File: src/hdl/bba_pkg.sv
// ----------------------------------------------------------------------------
// bba_pkg
// Shared types and constants of the block allocator.
// ----------------------------------------------------------------------------
package bba_pkg;

  localparam int BLK_W   = 20;  // block numbers
  localparam int CNT_W   = 17;  // free counter
  localparam int CS_W    = 16;  // cylinder size and rotational space
  localparam int POS_W   = 23;  // signed bit positions and region bounds
  localparam int CFG_W   = 2;   // register index
  localparam int DVD_W   = 20;  // divider dividend
  localparam int DSR_W   = 16;  // divider divisor

  localparam int MAP_BITS_DEF  = 65536;
  localparam int WORD_BITS_DEF = 32;

  localparam logic [CNT_W-1:0] CNT_MAX     = 17'h1FFFF;
  localparam logic [CS_W-1:0]  DEF_CYL     = 16'd40;
  localparam logic [CS_W-1:0]  DEF_SPACE   = 16'd4;
  localparam logic [BLK_W-1:0] FS_SIZE_RST = 20'd65536;

  localparam logic CMD_ALLOC = 1'b0;
  localparam logic CMD_FREE  = 1'b1;

  localparam logic [1:0] ST_OK   = 2'd0;
  localparam logic [1:0] ST_FULL = 2'd1;
  localparam logic [1:0] ST_BAD  = 2'd2;

  localparam logic [CFG_W-1:0] CFG_FIRST_DATA = 2'd0;
  localparam logic [CFG_W-1:0] CFG_FS_SIZE    = 2'd1;
  localparam logic [CFG_W-1:0] CFG_CYL_SIZE   = 2'd2;
  localparam logic [CFG_W-1:0] CFG_ROT_SPACE  = 2'd3;

  typedef logic signed [POS_W-1:0] pos_t;

  typedef struct packed {
    logic             start;
    logic [DVD_W-1:0] dividend;
    logic [DSR_W-1:0] divisor;
  } div_req_t;

  typedef struct packed {
    logic             done;
    logic [DVD_W-1:0] quotient;
    logic [DSR_W-1:0] remainder;
  } div_rsp_t;

endpackage

File: src/hdl/bba_div.sv
// ----------------------------------------------------------------------------
// bba_div
// Restoring divider, one quotient bit per cycle.
// ----------------------------------------------------------------------------
module bba_div
  import bba_pkg::*;
(
  input  logic     clk_i,
  input  logic     rst_ni,
  input  div_req_t req_i,
  output div_rsp_t rsp_o
);

  localparam int CW = $clog2(DVD_W);

  logic             busy_q;
  logic             done_q;
  logic [CW-1:0]    cnt_q;
  logic [DVD_W-1:0] quo_q;
  logic [DSR_W-1:0] rem_q;
  logic [DSR_W-1:0] dsr_q;
  logic [DSR_W:0]   rem_sh;
  logic [DSR_W:0]   diff;
  logic             ge;

  assign rem_sh = {rem_q, quo_q[DVD_W-1]};
  assign ge     = rem_sh >= {1'b0, dsr_q};
  assign diff   = rem_sh - {1'b0, dsr_q};

  always_ff @(posedge clk_i or negedge rst_ni) begin
    if (!rst_ni) begin
      busy_q <= 1'b0;
      done_q <= 1'b0;
      cnt_q  <= '0;
      quo_q  <= '0;
      rem_q  <= '0;
      dsr_q  <= '0;
    end else begin
      done_q <= 1'b0;
      if (req_i.start) begin
        busy_q <= 1'b1;
        cnt_q  <= '0;
        quo_q  <= req_i.dividend;
        rem_q  <= '0;
        dsr_q  <= req_i.divisor;
      end else if (busy_q) begin
        quo_q <= {quo_q[DVD_W-2:0], ge};
        rem_q <= ge ? diff[DSR_W-1:0] : rem_sh[DSR_W-1:0];
        cnt_q <= cnt_q + 1'b1;
        if (cnt_q == CW'(DVD_W - 1)) begin
          busy_q <= 1'b0;
          done_q <= 1'b1;
        end
      end
    end
  end

  assign rsp_o.done      = done_q;
  assign rsp_o.quotient  = quo_q;
  assign rsp_o.remainder = rem_q;

endmodule

File: config.mk
export PLATFORM = sky130hd
export DESIGN_NAME = bba_div
export DESIGN_NICKNAME = d
export VERILOG_FILES = /design/src/hdl/bba_pkg.sv /design/src/hdl/bba_div.sv
export SDC_FILE = /design/constraint.sdc
export NUM_CORES = 1
export LEC_CHECK = 0
export BUFFER_PORTS_ARGS = -buffer_cell sky130_fd_sc_hd__buf_2
export CAP_MARGIN = 25
export CORE_ASPECT_RATIO = 1.25
export CORE_UTILIZATION = 50
export CTS_CLUSTER_DIAMETER = 50
export CTS_CLUSTER_SIZE = 40
export DETAILED_ROUTE_END_ITERATION = 7
export PLACE_DENSITY = 0.74
export SLEW_MARGIN = 20
export SYNTH_ARGS = -nofsm -noshare
export SYNTH_HDL_FRONTEND = slang
export SYNTH_SLANG_ARGS = --single-unit
File: constraint.sdc
create_clock -name clk_i -period 6.2 [get_ports clk_i]
set_clock_uncertainty 0.15 [all_clocks]
set_input_delay 0.62 -clock clk_i [delete_from_list [all_inputs] [get_ports clk_i]]
set_output_delay 0.62 -clock clk_i [all_outputs]
set_load 0.01 [all_outputs]
== Word-level counts from Yosys, hierarchy flattened ==
Index checks and enable logic that the tools add are counted.

* Latch bits: 0
* Word-level logic and storage cells: 24
* RAM bits: 0
* Flip-flop bits (word level): 59
* Memories kept: 0
* Bits in read-only memories: 0
* Output and inout port bits: 37
* Bits of input ports: 39

* Bitwise operators: 0
* $lt $le $gt $ge: 1
* Equality and inequality tests: 1
* Mux-type cells: 13
* Add/sub/neg operators: 2
* Div/mod/pow operators: 0
* Shift-type cells: 0
* Reductions and logical operators: 1
* Multipliers: 0

{| class="wikitable"
|+ Operators with widths
! kind !! count
|-
| $mux W16 || 3
|-
| $mux W20 || 2
|-
| $ge A17 B16 Y1 || 1
|-
| $sub A16 B16 Y16 || 1
|-
| $mux W5 || 2
|-
| $mux W1 || 6
|-
| $add A5 B1 Y5 const B || 1
|-
| $eq A5 B5 Y1 const B || 1
|-
| $reduce_bool A2 Y1 || 1
|}

== Depth between registers and ports, before layout ==
* Depth in word-level cells: 4
* Gate-level depth with buffers: 11
* Mapped depth without buffers: 9

== Worst setup path after synthesis ==
No wires, ideal clock.

* Path kind: flip-flop to flip-flop
* From: reg rem_q[3]
* To: reg rem_q[0]
* Buffers on the path: 2
* Path slack: 3758 ps
* Required time: 5924 ps
* Stages on the path, launching flop included: 9
* Arrival: 2166 ps
* Setup time: 126 ps
* Clock period less this slack: 2442 ps
* Cells stage by stage: dfrtp_1 ha_1 a211oi_2 o21bai_2 o31a_1 or2_1 buf_6 buf_8 o311a_1

* Longest elaborated chain between the ends: 4

{| class="wikitable"
|+ RTL lines
! element !! RTL line !! source
|-
| start, declared || bba_div.sv:20 || <nowiki>logic [DSR_W-1:0] rem_q;</nowiki>
|-
| start signal, assigned || bba_div.sv:48 || <nowiki>rem_q <= ge ? diff[DSR_W-1:0] : rem_sh[DSR_W-1:0];</nowiki>
|-
| $ge A17 B16 Y1 || bba_div.sv:27 || <nowiki>assign ge = rem_sh >= {1'b0, dsr_q};</nowiki>
|-
| $mux W16 || bba_div.sv:48 ||
|-
| $mux W16 || bba_div.sv:46 || <nowiki>end else if (busy_q) begin</nowiki>
|-
| $mux W16 || bba_div.sv:40 || <nowiki>if (req_i.start) begin</nowiki>
|}

No other way between the ends. The select of a mux whose other input is x is not followed.
A chain may end at the register's enable or synchronous reset.

== Worst setup path after layout ==
* From: reg rem_q[8]
* To: reg rem_q[9]

* Longest elaborated chain between the ends: 4
* Elaborated cells on any way between the ends: 5
* Classes of those cells: add/sub: 1; order compare: 1; mux: 3

{| class="wikitable"
|+ RTL lines
! element !! RTL line
|-
| $sub A16 B16 Y16 / $ge A17 B16 Y1 (equally long branches) || bba_div.sv:28, bba_div.sv:27
|-
| $mux W16 * || bba_div.sv:48
|-
| $mux W16 * || bba_div.sv:46
|-
| $mux W16 * || bba_div.sv:40
|}

Every way passes the cells marked *; elsewhere a longest branch is shown, timed or not. The select of a mux whose other input is x is not followed.

==> results.py <==
metrics = {
    "status": {
        "status": "complete, no violations",
    },
    "logic_synthesis": {
        "synth_area_mm2": 0.003570,
        "synth_edf_count": 0,
        "ys_ff_latch": 59,
        "async_flop_share": 1.000,
        "ys_seq_area_frac": 0.4136,
        "ys_dominant_reg_cell": "dfrtp_1",
        "synth_nets": 464,
        "synthCells": 407,
        "yosysUniqueCellTypes": 54,
        "yosys_warnings": 0,
        "syn_area_per_cell_um2": 8.771,
    },
    "global_route": {
        "grt_overflow": 0,
        "track_usage": 0.2331,
        "grt_pass1_vias": 3014,
        "grt_pass1_wl_mm": 13.43,
        "antenna_found_initial": 0,
        "grt_max_degree": 98,
    },
    "die": {
        "die_width_um": 77.58,
        "core_mm2": 0.006934,
        "rows": 34,
        "dieArea_mm2": 0.007484,
        "start_util": 0.5148,
        "die_height_um": 96.47,
        "pin_count": 76,
    },
    "worst_setup_path": {
        "slowest_stage": "or2_1",
        "path_buf_inv": 0,
        "worstPathMaxFanout": 17,
        "critical_path_class": "reg2reg",
        "cp_data_required_time_ps": 6290,
        "worstSetupEndpointType": "flop",
        "crit_family": "compound AO/OA/AOI/OAI gates",
        "critical_path.startpoint_type": "flop",
        "critical_path.max_stage_delay_ps": 530,
        "worstPathCellList": "ha_1 > nand4_1 > o31ai_1 > o31a_1 > or2_1 > o21ai_0 > a311oi_1",
        "arrival_ps": 2990,
    },
    "sta": {
        "finalSetupTns_ps": 0,
        "hold_viol_final": 0,
        "slew_headroom": 0.4502,
        "whs_ps": 272.5,
        "rsz0062_at_grt": "false",
        "final_max_slew_viol_count": 0,
        "tightest_slew_ps": 824.7,
        "period_share": 0.4677,
        "max_freq_mhz": 344.9,
        "setup_violations": 0,
        "min_period_ps": 2899,
    },
    "routing": {
        "viasPerCell": 5.445,
        "drc_errors": 0,
        "wl_per_cell_um": 14.36,
        "num_vias": 3071,
        "drtPass1Iterations": 6,
        "first_iter_violations": 148,
        "ant_nets": 0,
        "wirelength_mm": 8.100,
    },
    "placed_design": {
        "gp_congestion": 0.8383,
        "dp_cells": 548,
        "dp_hpwl_mm": 5.446,
        "placed_area_mm2": 0.003948,
        "io_buffers": 75,
    },
    "final_layout": {
        "drive_gt1_frac": 0.2173,
        "final_area_mm2": 0.004141,
        "layout.cells.non_filler": 564,
        "syn2layout_area_growth_pct": 16.02,
        "final_cell_mix": "buf_2 (75), nand2_1 (61), dfrtp_1 (58), o21ai_0 (47), nor2_1 (37)",
        "mostFrequentLayoutCell": "buf_2",
        "fin_util": 0.5973,
        "n_fill_cell": 628,
        "antennaDiodeCount": 0,
        "num-nets-final": 526,
    },
    "clock_network": {
        "cts_buffer_depth": 2,
        "cts_setup_buffers": 0,
        "holdBufCountCts": 0,
        "cts_made_buffers": 9,
        "cts_resized": 0,
        "worstSkewPairLatency_ps": 340,
        "path_clk_slew_ps": 70,
        "cts_max_level": 3,
        "clockRootBuffer": "clkbuf_8",
        "cts_tree": "built",
        "cts_sinks": 59,
    },
    "power_and_ir_drop": {
        "power_frac_clock": 0.213,
        "swShare": 0.4128,
        "power_frac_seq": 0.314,
        "leakagePower_nw": 2.174,
        "pwr-share-comb": 0.474,
        "p_int_uw": 970.2,
        "powerDensity_mw_per_mm2": 399.0,
        "switchingPower_uw": 682.1,
        "ir_drop_uv": 180.5,
    },
    "min_path": {
        "holdCritPathClass": "in2async",
    },
    "run": {
        "cap_violations": 0,
    },
}
## stage by stage
| step | total power, mW | setup WS, ps |
|---|---|---|
| global route | 1.778 | 3058 |
| CTS | 1.655 | 3325 |
| global placement | 1.286 | 3440 |
| finish | 1.652 | 3301 |
| floorplan | 1.126 | 3759 |
| detailed placement | 1.298 | 3346 |
## registers in the layout, summed over array words and instances, names as in the netlist
register,count
busy_q,1
cnt_q,5
done_q,1
dsr_q,16
quo_q,20
rem_q,16
## cell usage after synthesis (all sizes together) (2+ instances only)
master  number  area share
a211o        2      0.0049
nor3         2      0.0028
a311oi       9       0.022
nand3       12       0.017
o21ai       49       0.069
nand4        4      0.0070
a211oi       2      0.0056
o21a         4      0.0084
nand2       61       0.064
xor2         4      0.0098
a21oi       12       0.019
or2          2      0.0035
clkbuf      17       0.018
and3         2      0.0035
inv         25       0.026
o31a         4      0.0098
nor2b        3      0.0053
nand3b       6       0.013
mux2i       22       0.062
a31oi        4      0.0070
buf         10       0.020
ha          17       0.060
o211ai       6       0.014
dfrtp       59        0.41
o311a        3      0.0084
a21o         3      0.0063
xnor2        6       0.015
o21bai       4      0.0095
nand4b       2      0.0049
nor2        38       0.041
## power groups by stage
stage / sequential (mW) / combinational, mW / clock [mW]
3_5_place_dp: 0.524 / 0.774 / 0
4_1_cts: 0.519 / 0.779 / 0.358
5_1_grt: 0.528 / 0.875 / 0.375
2_1_floorplan: 0.538 / 0.588 / 0
3_3_place_gp: 0.520 / 0.766 / 0
6_report: 0.518 / 0.783 / 0.351
## per-layer routing
layer / track usage / up-vias / wire length, um / share of wire
li1: - / 1546 / - / -
met1: 0.2757 / 1405 / 3515 / 0.43
met2: 0.3945 / 101 / 3944 / 0.49
met3: 0.06385 / 19 / 450 / 0.056
met4: 0.1116 / 0 / 191 / 0.024
met5: 0 / - / 0 / 0
## kinds of logic (layout without fill, tap and decap cells)
family                     after synthesis  after routing  synth area share
DFF                                     59             59            0.4136
muxes                                   23             23           0.06484
and+or+nand+nor                        135            135            0.1668
AOI/OAI and AO/OA                      109            109            0.2001
xor gates and xnor gates                10             10           0.02453
adders and majority gates               18             18           0.06519
buffers and inverters                   53            120           0.06484
## final timing paths
| check | slack (ps) | cells after the start | from | end |
|---|---|---|---|---|
| min | 270 | 2 | rst_ni | dsr_q[5]$_DFFE_PN0P_ |
| max | 3300 | 7 | rem_q[8]$_DFFE_PN0P_ | rem_q[9]$_DFFE_PN0P_ |
| max reg2reg | 3300 | 7 | rem_q[8]$_DFFE_PN0P_ | rem_q[9]$_DFFE_PN0P_ |
| max in group asynchronous | 5100 | 2 | rst_ni | busy_q$_DFF_PN0_ |
| min reg2reg | 370 | 1 | dsr_q[0]$_DFFE_PN0P_ | dsr_q[0]$_DFFE_PN0P_ |
| min in group clk_i | 330 | 3 | req_i[22] | quo_q[6]$_DFFE_PN0P_ |
## cell type report
type | count | area (um^2) | area share
timing repair buffer | 78 | 397.9 | 0.09607
clock buffer | 11 | 141.4 | 0.03414
clock inverter | 5 | 52.55 | 0.01269
tap | 90 | 112.6 | 0.02719
sequential | 59 | 1478 | 0.3568
inverter | 26 | 97.59 | 0.02356
multi-input combinational | 295 | 1862 | 0.4495
No activity file was read; power rests on OpenSTA's default activity.
